<file path="src/rtl/core/pts_pkg.sv">
// ----------------------------------------------------------------------------
// pts_pkg
// Shared types and constants for the priority task scheduler core: operation
// codes, the classified command passed from front to back, and result bundle.
// ----------------------------------------------------------------------------
package pts_pkg;

   // default number of task slots
   localparam int TASK_SLOTS_DEFAULT = 8;

   // entries in the command queue between front and back (power of two)
   localparam int CMD_QUEUE_DEPTH = 2;

   // operation codes on the request channel
   typedef enum logic [2:0] {
      OP_TICK   = 3'd0,
      OP_CREATE = 3'd1,
      OP_KILL   = 3'd2,
      OP_DELAY  = 3'd3,
      OP_POLL   = 3'd4
   } op_type;

   // classified command kinds
   typedef enum logic [2:0] {
      CMD_TICK   = 3'd0,
      CMD_CREATE = 3'd1,
      CMD_KILL   = 3'd2,
      CMD_DELAY  = 3'd3,
      CMD_POLL   = 3'd4,
      CMD_REJECT = 3'd5
   } cmd_kind_type;

   // one classified transaction
   typedef struct packed {
      cmd_kind_type kind;
      logic [7:0]   task_priority;
      logic [2:0]   task_slot;
      logic [7:0]   delay_ticks;
   } cmd_type;

   // queue fill flags seen by front and back
   typedef struct packed {
      logic empty;
      logic full;
   } queue_status_type;

   // result bundle from the back end
   typedef struct packed {
      logic        strobe;
      logic        status;
      logic [2:0]  selected_task;
      logic        new_cycle;
      logic [3:0]  running_count;
      logic [31:0] uptime_ticks;
   } rsp_type;

endpackage

</file>
<file path="src/rtl/core/pts_front.sv">
// ----------------------------------------------------------------------------
// pts_front
// Accepts request transactions, classifies them into commands and hands them
// to the command queue. Holds one command while the queue is full.
// ----------------------------------------------------------------------------
module pts_front #(
   parameter int TASK_SLOTS = pts_pkg::TASK_SLOTS_DEFAULT
) (
   input  logic                      clock,
   input  logic                      reset,
   input  logic                      start,
   output logic                      busy,
   input  logic [2:0]                req_operation,
   input  logic [7:0]                req_task_priority,
   input  logic [2:0]                req_task_slot,
   input  logic [7:0]                req_delay_ticks,
   input  pts_pkg::queue_status_type q_status,
   output logic                      q_push,
   output pts_pkg::cmd_type          q_cmd
);
   import pts_pkg::*;

   logic    valid_ff;
   logic    valid_in;
   cmd_type cmd_ff;
   cmd_type cmd_in;
   logic    accept;
   logic    kill_in_range;

   // handshake toward the request side and the queue
   assign busy   = valid_ff && q_status.full;
   assign accept = start && !busy;
   assign q_push = valid_ff && !q_status.full;
   assign q_cmd  = cmd_ff;

   assign kill_in_range = (32'(req_task_slot) < TASK_SLOTS);

   // classify the incoming transaction
   always_comb begin
      cmd_in               = cmd_ff;
      valid_in             = valid_ff;
      if (q_push) begin
         valid_in = 1'b0;
      end
      if (accept) begin
         valid_in             = 1'b1;
         cmd_in.task_priority = req_task_priority;
         cmd_in.task_slot     = req_task_slot;
         cmd_in.delay_ticks   = req_delay_ticks;
         unique case (req_operation)
            OP_TICK:   cmd_in.kind = CMD_TICK;
            OP_CREATE: cmd_in.kind = CMD_CREATE;
            OP_KILL:   cmd_in.kind = kill_in_range ? CMD_KILL : CMD_REJECT;
            OP_DELAY:  cmd_in.kind = CMD_DELAY;
            OP_POLL:   cmd_in.kind = CMD_POLL;
            default:   cmd_in.kind = CMD_REJECT;
         endcase
      end
   end

   // control register
   always_ff @(posedge clock) begin
      if (reset) begin
         valid_ff <= 1'b0;
      end else begin
         valid_ff <= valid_in;
      end
   end

   // command payload
   always_ff @(posedge clock) begin
      cmd_ff <= cmd_in;
   end

endmodule

</file>
<file path="src/rtl/core/pts_cmd_queue.sv">
// ----------------------------------------------------------------------------
// pts_cmd_queue
// Short first-in first-out queue of classified commands between the front
// and the back end.
// ----------------------------------------------------------------------------
module pts_cmd_queue (
   input  logic                      clock,
   input  logic                      reset,
   input  logic                      push,
   input  pts_pkg::cmd_type          push_cmd,
   input  logic                      pop,
   output pts_pkg::cmd_type          head_cmd,
   output pts_pkg::queue_status_type status
);
   import pts_pkg::*;

   localparam int PTR_W = (CMD_QUEUE_DEPTH > 1) ? $clog2(CMD_QUEUE_DEPTH) : 1;
   localparam int CNT_W = $clog2(CMD_QUEUE_DEPTH + 1);

   cmd_type          entry_ff [CMD_QUEUE_DEPTH];
   logic [PTR_W-1:0] wr_ptr_ff;
   logic [PTR_W-1:0] wr_ptr_in;
   logic [PTR_W-1:0] rd_ptr_ff;
   logic [PTR_W-1:0] rd_ptr_in;
   logic [CNT_W-1:0] count_ff;
   logic [CNT_W-1:0] count_in;
   logic             do_pop;

   assign status.empty = (count_ff == '0);
   assign status.full  = (count_ff == CNT_W'(CMD_QUEUE_DEPTH));
   assign head_cmd     = entry_ff[rd_ptr_ff];
   assign do_pop       = pop && !status.empty;

   // pointer and fill count update
   always_comb begin
      wr_ptr_in = wr_ptr_ff;
      rd_ptr_in = rd_ptr_ff;
      count_in  = count_ff;
      if (push) begin
         wr_ptr_in = (wr_ptr_ff == PTR_W'(CMD_QUEUE_DEPTH - 1)) ? '0 : wr_ptr_ff + PTR_W'(1);
      end
      if (do_pop) begin
         rd_ptr_in = (rd_ptr_ff == PTR_W'(CMD_QUEUE_DEPTH - 1)) ? '0 : rd_ptr_ff + PTR_W'(1);
      end
      case ({push, do_pop})
         2'b10:   count_in = count_ff + CNT_W'(1);
         2'b01:   count_in = count_ff - CNT_W'(1);
         default: count_in = count_ff;
      endcase
   end

   always_ff @(posedge clock) begin
      if (reset) begin
         wr_ptr_ff <= '0;
         rd_ptr_ff <= '0;
         count_ff  <= '0;
      end else begin
         wr_ptr_ff <= wr_ptr_in;
         rd_ptr_ff <= rd_ptr_in;
         count_ff  <= count_in;
      end
   end

   // entry storage
   always_ff @(posedge clock) begin
      if (push) begin
         entry_ff[wr_ptr_ff] <= push_cmd;
      end
   end

endmodule

</file>
<file path="src/rtl/core/pts_back.sv">
// ----------------------------------------------------------------------------
// pts_back
// Task table and executor. Pops commands, runs create, kill, delay and poll in
// one step, and runs a tick as a walk over the slots, one slot per cycle.
// ----------------------------------------------------------------------------
module pts_back #(
   parameter int TASK_SLOTS = pts_pkg::TASK_SLOTS_DEFAULT
) (
   input  logic                      clock,
   input  logic                      reset,
   input  pts_pkg::queue_status_type q_status,
   input  pts_pkg::cmd_type          q_head,
   output logic                      q_pop,
   output pts_pkg::rsp_type          rsp
);
   import pts_pkg::*;

   localparam int SLOT_W = $clog2(TASK_SLOTS);
   localparam int CNT_W  = $clog2(TASK_SLOTS + 1);

   // sequencer states
   typedef enum logic [3:0] {
      ST_IDLE   = 4'b0001,
      ST_EXEC   = 4'b0010,
      ST_SCAN   = 4'b0100,
      ST_FINISH = 4'b1000
   } back_state_type;

   back_state_type    state_ff;
   back_state_type    state_in;
   cmd_type           cmd_ff;
   cmd_type           cmd_in;

   logic [TASK_SLOTS-1:0] alive_ff;
   logic [TASK_SLOTS-1:0] alive_in;
   logic [TASK_SLOTS-1:0] fresh_ff;
   logic [TASK_SLOTS-1:0] fresh_in;
   logic [7:0]            prio_ff  [TASK_SLOTS];
   logic [7:0]            prio_in  [TASK_SLOTS];
   logic [7:0]            delay_ff [TASK_SLOTS];
   logic [7:0]            delay_in [TASK_SLOTS];
   logic [15:0]           run_ff   [TASK_SLOTS];
   logic [15:0]           run_in   [TASK_SLOTS];

   logic [SLOT_W-1:0] current_ff;
   logic [SLOT_W-1:0] current_in;
   logic [CNT_W-1:0]  count_ff;
   logic [CNT_W-1:0]  count_in;
   logic [31:0]       uptime_ff;
   logic [31:0]       uptime_in;
   logic [SLOT_W-1:0] idx_ff;
   logic [SLOT_W-1:0] idx_in;
   logic [SLOT_W-1:0] best_ff;
   logic [SLOT_W-1:0] best_in;
   logic [7:0]        best_prio_ff;
   logic [7:0]        best_prio_in;
   logic              resp_ff;
   logic              resp_in;
   logic              status_ff;
   logic              status_in;
   logic              newcycle_ff;
   logic              newcycle_in;

   logic              free_found;
   logic [SLOT_W-1:0] free_slot;
   logic [SLOT_W-1:0] kill_slot;
   logic [7:0]        scan_delay;
   logic [7:0]        scan_prio;
   logic              scan_alive;

   // lowest free slot for create
   always_comb begin
      free_found = 1'b0;
      free_slot  = '0;
      for (int i = TASK_SLOTS - 1; i >= 0; i--) begin
         if (!alive_ff[i]) begin
            free_found = 1'b1;
            free_slot  = SLOT_W'(i);
         end
      end
   end

   assign kill_slot  = SLOT_W'(cmd_ff.task_slot);
   assign scan_delay = delay_ff[idx_ff];
   assign scan_prio  = prio_ff[idx_ff];
   assign scan_alive = alive_ff[idx_ff];

   // sequencer and table updates
   always_comb begin
      state_in     = state_ff;
      cmd_in       = cmd_ff;
      alive_in     = alive_ff;
      fresh_in     = fresh_ff;
      prio_in      = prio_ff;
      delay_in     = delay_ff;
      run_in       = run_ff;
      current_in   = current_ff;
      count_in     = count_ff;
      uptime_in    = uptime_ff;
      idx_in       = idx_ff;
      best_in      = best_ff;
      best_prio_in = best_prio_ff;
      resp_in      = 1'b0;
      status_in    = status_ff;
      newcycle_in  = newcycle_ff;
      q_pop        = 1'b0;

      unique case (state_ff)
         ST_IDLE: begin
            if (!q_status.empty) begin
               q_pop    = 1'b1;
               cmd_in   = q_head;
               idx_in   = '0;
               state_in = (q_head.kind == CMD_TICK) ? ST_SCAN : ST_EXEC;
            end
         end

         ST_EXEC: begin
            resp_in     = 1'b1;
            status_in   = 1'b0;
            newcycle_in = 1'b0;
            state_in    = ST_IDLE;
            case (cmd_ff.kind)
               CMD_CREATE: begin
                  if (free_found) begin
                     prio_in[free_slot]  = cmd_ff.task_priority;
                     delay_in[free_slot] = '0;
                     run_in[free_slot]   = '0;
                     fresh_in[free_slot] = 1'b0;
                     alive_in[free_slot] = 1'b1;
                     count_in            = count_ff + CNT_W'(1);
                  end else begin
                     status_in = 1'b1;
                  end
               end
               CMD_KILL: begin
                  if (alive_ff[kill_slot]) begin
                     alive_in[kill_slot] = 1'b0;
                     count_in            = count_ff - CNT_W'(1);
                  end else begin
                     status_in = 1'b1;
                  end
               end
               CMD_DELAY: begin
                  delay_in[current_ff] = cmd_ff.delay_ticks;
               end
               CMD_POLL: begin
                  newcycle_in          = fresh_ff[current_ff];
                  fresh_in[current_ff] = 1'b0;
               end
               default: begin
                  status_in = 1'b1;
               end
            endcase
         end

         // one slot per cycle: candidate compare and delay countdown
         ST_SCAN: begin
            if (idx_ff == '0) begin
               best_in      = '0;
               best_prio_in = scan_prio;
               if (scan_delay != 8'd0) begin
                  delay_in[idx_ff] = scan_delay - 8'd1;
               end
            end else begin
               if (scan_alive && (scan_delay == 8'd0) && (scan_prio < best_prio_ff)) begin
                  best_in      = idx_ff;
                  best_prio_in = scan_prio;
               end
               if (scan_alive && (scan_delay != 8'd0)) begin
                  delay_in[idx_ff] = scan_delay - 8'd1;
               end
            end
            if (idx_ff == SLOT_W'(TASK_SLOTS - 1)) begin
               state_in = ST_FINISH;
            end else begin
               idx_in = idx_ff + SLOT_W'(1);
            end
         end

         ST_FINISH: begin
            current_in        = best_ff;
            run_in[best_ff]   = run_ff[best_ff] + 16'd1;
            fresh_in[best_ff] = 1'b1;
            uptime_in         = uptime_ff + 32'd1;
            resp_in           = 1'b1;
            status_in         = 1'b0;
            newcycle_in       = 1'b0;
            state_in          = ST_IDLE;
         end

         default: begin
            state_in = ST_IDLE;
         end
      endcase
   end

   // control state and reset-cleared table entries
   always_ff @(posedge clock) begin
      if (reset) begin
         state_ff   <= ST_IDLE;
         alive_ff   <= '0;
         fresh_ff   <= '0;
         current_ff <= '0;
         count_ff   <= '0;
         uptime_ff  <= '0;
         resp_ff    <= 1'b0;
         for (int i = 0; i < TASK_SLOTS; i++) begin
            delay_ff[i] <= '0;
            run_ff[i]   <= '0;
         end
      end else begin
         state_ff   <= state_in;
         alive_ff   <= alive_in;
         fresh_ff   <= fresh_in;
         current_ff <= current_in;
         count_ff   <= count_in;
         uptime_ff  <= uptime_in;
         resp_ff    <= resp_in;
         delay_ff   <= delay_in;
         run_ff     <= run_in;
      end
   end

   // payload registers
   always_ff @(posedge clock) begin
      cmd_ff       <= cmd_in;
      prio_ff      <= prio_in;
      idx_ff       <= idx_in;
      best_ff      <= best_in;
      best_prio_ff <= best_prio_in;
      status_ff    <= status_in;
      newcycle_ff  <= newcycle_in;
   end

   // result bundle straight from registers
   assign rsp.strobe        = resp_ff;
   assign rsp.status        = status_ff;
   assign rsp.selected_task = 3'(current_ff);
   assign rsp.new_cycle     = newcycle_ff;
   assign rsp.running_count = 4'(count_ff);
   assign rsp.uptime_ticks  = uptime_ff;

endmodule

</file>
<file path="src/rtl/core/priority_task_scheduler_core.sv">
// ----------------------------------------------------------------------------
// priority_task_scheduler_core
// Fixed-priority preemptive task table: create, kill, delay, poll and tick.
// ----------------------------------------------------------------------------
// Usage:
//   Request channel: drive req_* and raise start; the transaction is taken
//   at a rising edge where start is high and busy is low. busy rises only
//   when the front register holds a command and the command queue is full.
//   Result channel: one result per transaction, in request order, shown on
//   rsp_* for exactly one cycle while rsp_strobe is high. The receiver
//   cannot stall, so rsp_strobe is never held.
//   Path: a request passes the front register and the command queue; the back
//   end pops it into its command register, runs it and registers the result.
//   A tick first walks the task table, visiting one slot per cycle, and a
//   command waits in the queue while the back end is busy with an earlier one.
//   Front and queue keep taking requests meanwhile, up to the queue depth plus
//   one.
//   Reset: clears all tasks, delays, flags, the selected task and uptime;
//   queued transactions are dropped. No clearing pass is needed.
// ----------------------------------------------------------------------------
module priority_task_scheduler_core #(
   parameter int TASK_SLOTS = pts_pkg::TASK_SLOTS_DEFAULT
) (
   input  logic        clock,
   input  logic        reset,
   input  logic        start,
   output logic        busy,
   input  logic [2:0]  req_operation,
   input  logic [7:0]  req_task_priority,
   input  logic [2:0]  req_task_slot,
   input  logic [7:0]  req_delay_ticks,
   output logic        rsp_strobe,
   output logic        rsp_status,
   output logic [2:0]  rsp_selected_task,
   output logic        rsp_new_cycle,
   output logic [3:0]  rsp_running_count,
   output logic [31:0] rsp_uptime_ticks
);
   import pts_pkg::*;

   queue_status_type q_stat;
   cmd_type          push_cmd;
   cmd_type          head_cmd;
   logic             q_push;
   logic             q_pop;
   rsp_type          rsp;

   // front: accept and classify
   pts_front #(
      .TASK_SLOTS (TASK_SLOTS)
   ) u_front (
      .clock             (clock),
      .reset             (reset),
      .start             (start),
      .busy              (busy),
      .req_operation     (req_operation),
      .req_task_priority (req_task_priority),
      .req_task_slot     (req_task_slot),
      .req_delay_ticks   (req_delay_ticks),
      .q_status          (q_stat),
      .q_push            (q_push),
      .q_cmd             (push_cmd)
   );

   // queue between front and back
   pts_cmd_queue u_queue (
      .clock    (clock),
      .reset    (reset),
      .push     (q_push),
      .push_cmd (push_cmd),
      .pop      (q_pop),
      .head_cmd (head_cmd),
      .status   (q_stat)
   );

   // back: task table and executor
   pts_back #(
      .TASK_SLOTS (TASK_SLOTS)
   ) u_back (
      .clock    (clock),
      .reset    (reset),
      .q_status (q_stat),
      .q_head   (head_cmd),
      .q_pop    (q_pop),
      .rsp      (rsp)
   );

   // result ports
   assign rsp_strobe        = rsp.strobe;
   assign rsp_status        = rsp.status;
   assign rsp_selected_task = rsp.selected_task;
   assign rsp_new_cycle     = rsp.new_cycle;
   assign rsp_running_count = rsp.running_count;
   assign rsp_uptime_ticks  = rsp.uptime_ticks;

`ifndef SYNTH
   // back end passes through idle between results, so the strobe never stays high
   a_rsp_gap : assert property (@(posedge clock) disable iff (reset)
      rsp_strobe |=> !rsp_strobe)
      else $error("result strobe on two consecutive cycles");

   // front never pushes into a full queue
   a_no_overflow : assert property (@(posedge clock) disable iff (reset)
      q_push |-> !q_stat.full)
      else $error("push into full command queue");

   // live task count never exceeds the slot count
   a_count_range : assert property (@(posedge clock) disable iff (reset)
      rsp_strobe |-> ((TASK_SLOTS > 15) || (32'(rsp_running_count) <= TASK_SLOTS)))
      else $error("running count above slot count");

   // no result right after reset
   a_reset_quiet : assert property (@(posedge clock)
      $past(reset) |-> !rsp_strobe)
      else $error("result strobe right after reset");
`endif

endmodule

</file>
<file path="config.mk">
export PLATFORM = sky130hd
export DESIGN_NAME = priority_task_scheduler_core
export DESIGN_NICKNAME = d
export VERILOG_FILES = /design/src/rtl/core/pts_pkg.sv /design/src/rtl/core/pts_front.sv /design/src/rtl/core/pts_cmd_queue.sv /design/src/rtl/core/pts_back.sv /design/src/rtl/core/priority_task_scheduler_core.sv
export SDC_FILE = /design/constraint.sdc
export NUM_CORES = 1
export LEC_CHECK = 0
export BUFFER_PORTS_ARGS = -buffer_cell sky130_fd_sc_hd__buf_2
export CORE_ASPECT_RATIO = 0.8
export CORE_UTILIZATION = 45
export DETAILED_ROUTE_END_ITERATION = 10
export GPL_TIMING_DRIVEN = 0
export PLACE_DENSITY_LB_ADDON = 0.1
export REMOVE_ABC_BUFFERS = 1
export SKIP_LAST_GASP = 1
export SLEW_MARGIN = 15
export SYNTH_ARGS = -nofsm -noshare
export SYNTH_HDL_FRONTEND = slang
export SYNTH_SLANG_ARGS = --single-unit
export TNS_END_PERCENT = 30
</file>
<file path="constraint.sdc">
create_clock -name clock -period 8.9 [get_ports clock]
set_input_delay 1.78 -clock clock [delete_from_list [all_inputs] [get_ports clock]]
set_output_delay 1.78 -clock clock [all_outputs]
set_load 0.01 [all_outputs]
</file>
==> flow_summary.yaml <==
routing:
  drc: 0
  drt-total-wl_um: 38900
  dr.pass1.iters: 6
  wl_per_cell_um: 22.0
  via_per_inst: 6.01
  vias: 10600
  detail-route-antenna-nets: 0
  drt_iter0_markers: 1072
worst_setup_path:
  crit_type: "reg2reg"
  worst_r2r_endpoint: "u_back.delay_ff[22]"
  crit_path_end: "u_back.delay_ff[22]"
  crit_arrival_ps: 5150
  cp-end-kind: "register"
  ff2ff_setup_slack_ps: 4250
  cp-start-kind: "register"
  r2r_cells: 12
  crit_required_ps: 9400
  r2r_start: "u_back.idx_ff[0]"
  worstPathMaxFanout: 16
  crit_start: "u_back.idx_ff[0]"
pwr:
  p_int_mw: 2.61
  power_mw: 3.99
  powerDensity_nw_per_um2: 252
  switching_share_pct: 34.5
  p_comb_share_pct: 24.0
  seqPwrFrac_pct: 45.3
  p_leak_nw: 5.43
  clkPwrFrac_pct: 30.7
  peakVddDrop_mv: 0.160
  power_switching_mw: 1.38
placement:
  gp_congestion: 0.864
  placed_cells: 1708
  dpl.hpwl_um: 26300
  numPortBuffers: 67
cts:
  cts_max_level: 1
  cts_resized: 0
  clk_latency_ps: 580
  cts_max_path_buffers: 3
  cts-root-buf: "clkbuf_16"
  cts_buffers: 31
  cts_hold_buffers: 0
  cts_tree: "yes"
  clk_pin_slew_ps: 60
  cts_sinks: 298
  cts_setup_buffers: 0
grt:
  grt_use_total_pct: 24.5
  grt_max_degree: 86
  grt_overflow: 0
  antenna_found_initial: 0
  grt_pass1_wl_um: 59600
  grt_pass1_vias: 9916
final_layout:
  synthToLayoutAreaGrowth_pct: 12.6
  final_common_cell: "nor2_1"
  layout_common_cells: "nor2_1, edfxtp_1, dfxtp_1, nand2_1, a21oi_1"
  stdcell_count: 1765
  diodes: 0
  drive_above_1_share_pct: 18.9
  nFillCells: 2731
  nets: 1369
sta:
  finClkSkew_ps: 12.4
  rsz0062_at_grt: "false"
  worstMarginPinSlew_ps: 1290
  drv_slew: 0
  slew_headroom_pct: 13.5
  hold_viol: 0
  min_period_over_period_pct: 52.2
  setup_viol: 0
  period_needed_ps: 4650
  fmax_ghz: 0.215
status:
  status: "completed"
floorplan:
  dieArea_um2: 32000
  start_util_pct: 46.1
  die_h_um: 160
  std_cell_rows: 57
  die_w_um: 200
  core_um2: 30600
  ios: 68
min_path:
  holdCritPathClass: "reg2reg"
logic_synthesis:
  yosysTopAreaCell: "edfxtp_1"
  synth-seq-area-share_pct: 54.3
  yosysUniqueCellTypes: 80
  ys_seq_elements: 298
  syn-cell-area_um2: 14100
  synth-edff-count: 168
  ys.flop_type: "edfxtp_1"
  synthTopCellsByArea: "edfxtp_1, dfxtp_1, nor2_1"
  synthArstFlopShare_pct: 0
  avgSynthCellArea_um2: 11.0
  synth_top_area_share_pct: 35.8
  postSynthCellCount: 1287
  ys_warn_count: 0
flow_run:
  max_cap_viol_count: 0
[kinds of logic after synthesis]
group | count (synthesis) | synth area share (%)
adders and majority gates | 16 | 1.47
DFF | 298 | 54.3
AOI/OAI and AO/OA | 314 | 16.2
xor gates and xnor gates | 41 | 2.55
muxes | 74 | 6.77
buffers and inverters | 111 | 3.73
and+or+nand+nor | 433 | 15.0
[routing by layer]
layer  vias up  GRT usage (%)  share of wire [%]
li1       4898              -                  -
met1      5194           37.4                 47
met2       459           35.0                 42
met3        65           6.17                9.2
met4         0           4.86                2.1
met5         -              0                  0
[area by class of cell]
| cell class | count | area [µm²] | share of cell area [%] |
|---|---|---|---|
| inverters | 29 | 109 | 0.686 |
| clock inverters | 24 | 173 | 1.09 |
| well taps | 413 | 517 | 3.26 |
| multi-input cells | 878 | 5990 | 37.8 |
| repair buffers | 90 | 643 | 4.05 |
| clock buffers | 33 | 783 | 4.94 |
| flip-flops and latches | 298 | 7650 | 48.2 |
[state kept, by name, indices dropped and copies added, names as in the netlist, 2 cells and up, named ones only]
register,cells
u_back.cmd_ff,19
u_back.uptime_ff,32
u_back.best_prio_ff,8
u_back.best_ff,3
u_back.current_ff,3
u_back.kill_slot,3
u_back.idx_ff,3
u_back.prio_ff,64
u_back.fresh_ff,8
u_back.alive_ff,8
u_queue.entry_ff,44
u_back.count_ff,4
u_back.delay_ff,64
u_front.q_cmd,22
u_queue.count_ff,2
u_back.state_ff,4
[power groups by stage]
stage | clock network (mW) | logic [mW] | registers (mW)
CTS | 1.25 | 0.934 | 1.80
global placement | 0 | 0.790 | 1.91
floorplan | 0 | 0.531 | 1.78
global route | 1.31 | 1.02 | 1.82
detailed placement | 0 | 0.929 | 1.83
finish | 1.22 | 0.957 | 1.81
[critical path: stages (launching register included)]
cell,delay (ps)
edfxtp_1,620
buf_8,260
buf_8,170
buf_8,160
nor2b_1,190
a221o_1,390
a21oi_2,680
ha_1,380
nor4b_2,340
nand3_1,190
xnor2_2,730
a21oi_1,200
a211oi_2,260
[cell usage after synthesis, drive strengths merged (6+ instances only)]
cell	number
a211oi	32
a21o	6
a21oi	90
a221o	13
a221oi	8
a22o	8
a22oi	46
a31oi	13
a32oi	8
and2	12
and3	10
buf	33
clkbuf	49
dfxtp	130
edfxtp	168
ha	15
inv	28
mux2	31
mux2i	29
mux4	14
nand2	91
nand2b	11
nand3	26
nand4	12
nor2	173
nor2b	16
nor3	36
nor3b	7
o21ai	37
o221ai	6
o22ai	7
o32ai	12
or3	14
xnor2	19
xor2	22
[metrics by stage]
| stage | setup slack, ps | utilization (%) | TNS (ps) | area [µm²] | hold WS, ps |
|---|---|---|---|---|---|
| 6_report | 4250 | 51.9 | 0 | 15900 | 445 |
| 5_1_grt | 4090 | 51.9 | 0 | 15900 | 458 |
| 4_1_cts | 4340 | 51.8 | 0 | 15900 | 444 |
| 3_5_place_dp | 4370 | 48.7 | 0 | 14900 | 429 |
| 3_3_place_gp | -2070 | 47.5 | -107880 | 14500 | 424 |
| 2_1_floorplan | 2000 | - | 0 | 13700 | 421 |
[worst min-delay path by stage]
stage | depth (start not counted) | startpoint | to | slack, ps
2_1_floorplan | 0 | u_front.q_cmd[0] | u_queue.entry_ff[0][0] | 420
3_3_place_gp | 0 | u_front.q_cmd[10] | u_queue.entry_ff[0][10] | 420
3_5_place_dp | 0 | u_front.q_cmd[10] | u_queue.entry_ff[0][10] | 430
4_1_cts | 0 | u_front.q_cmd[10] | u_queue.entry_ff[0][10] | 440
5_1_grt | 0 | u_front.q_cmd[17] | u_queue.entry_ff[1][17] | 460
6_report | 0 | u_front.q_cmd[10] | u_queue.entry_ff[0][10] | 450
No activity file was read; power rests on OpenSTA's default activity.
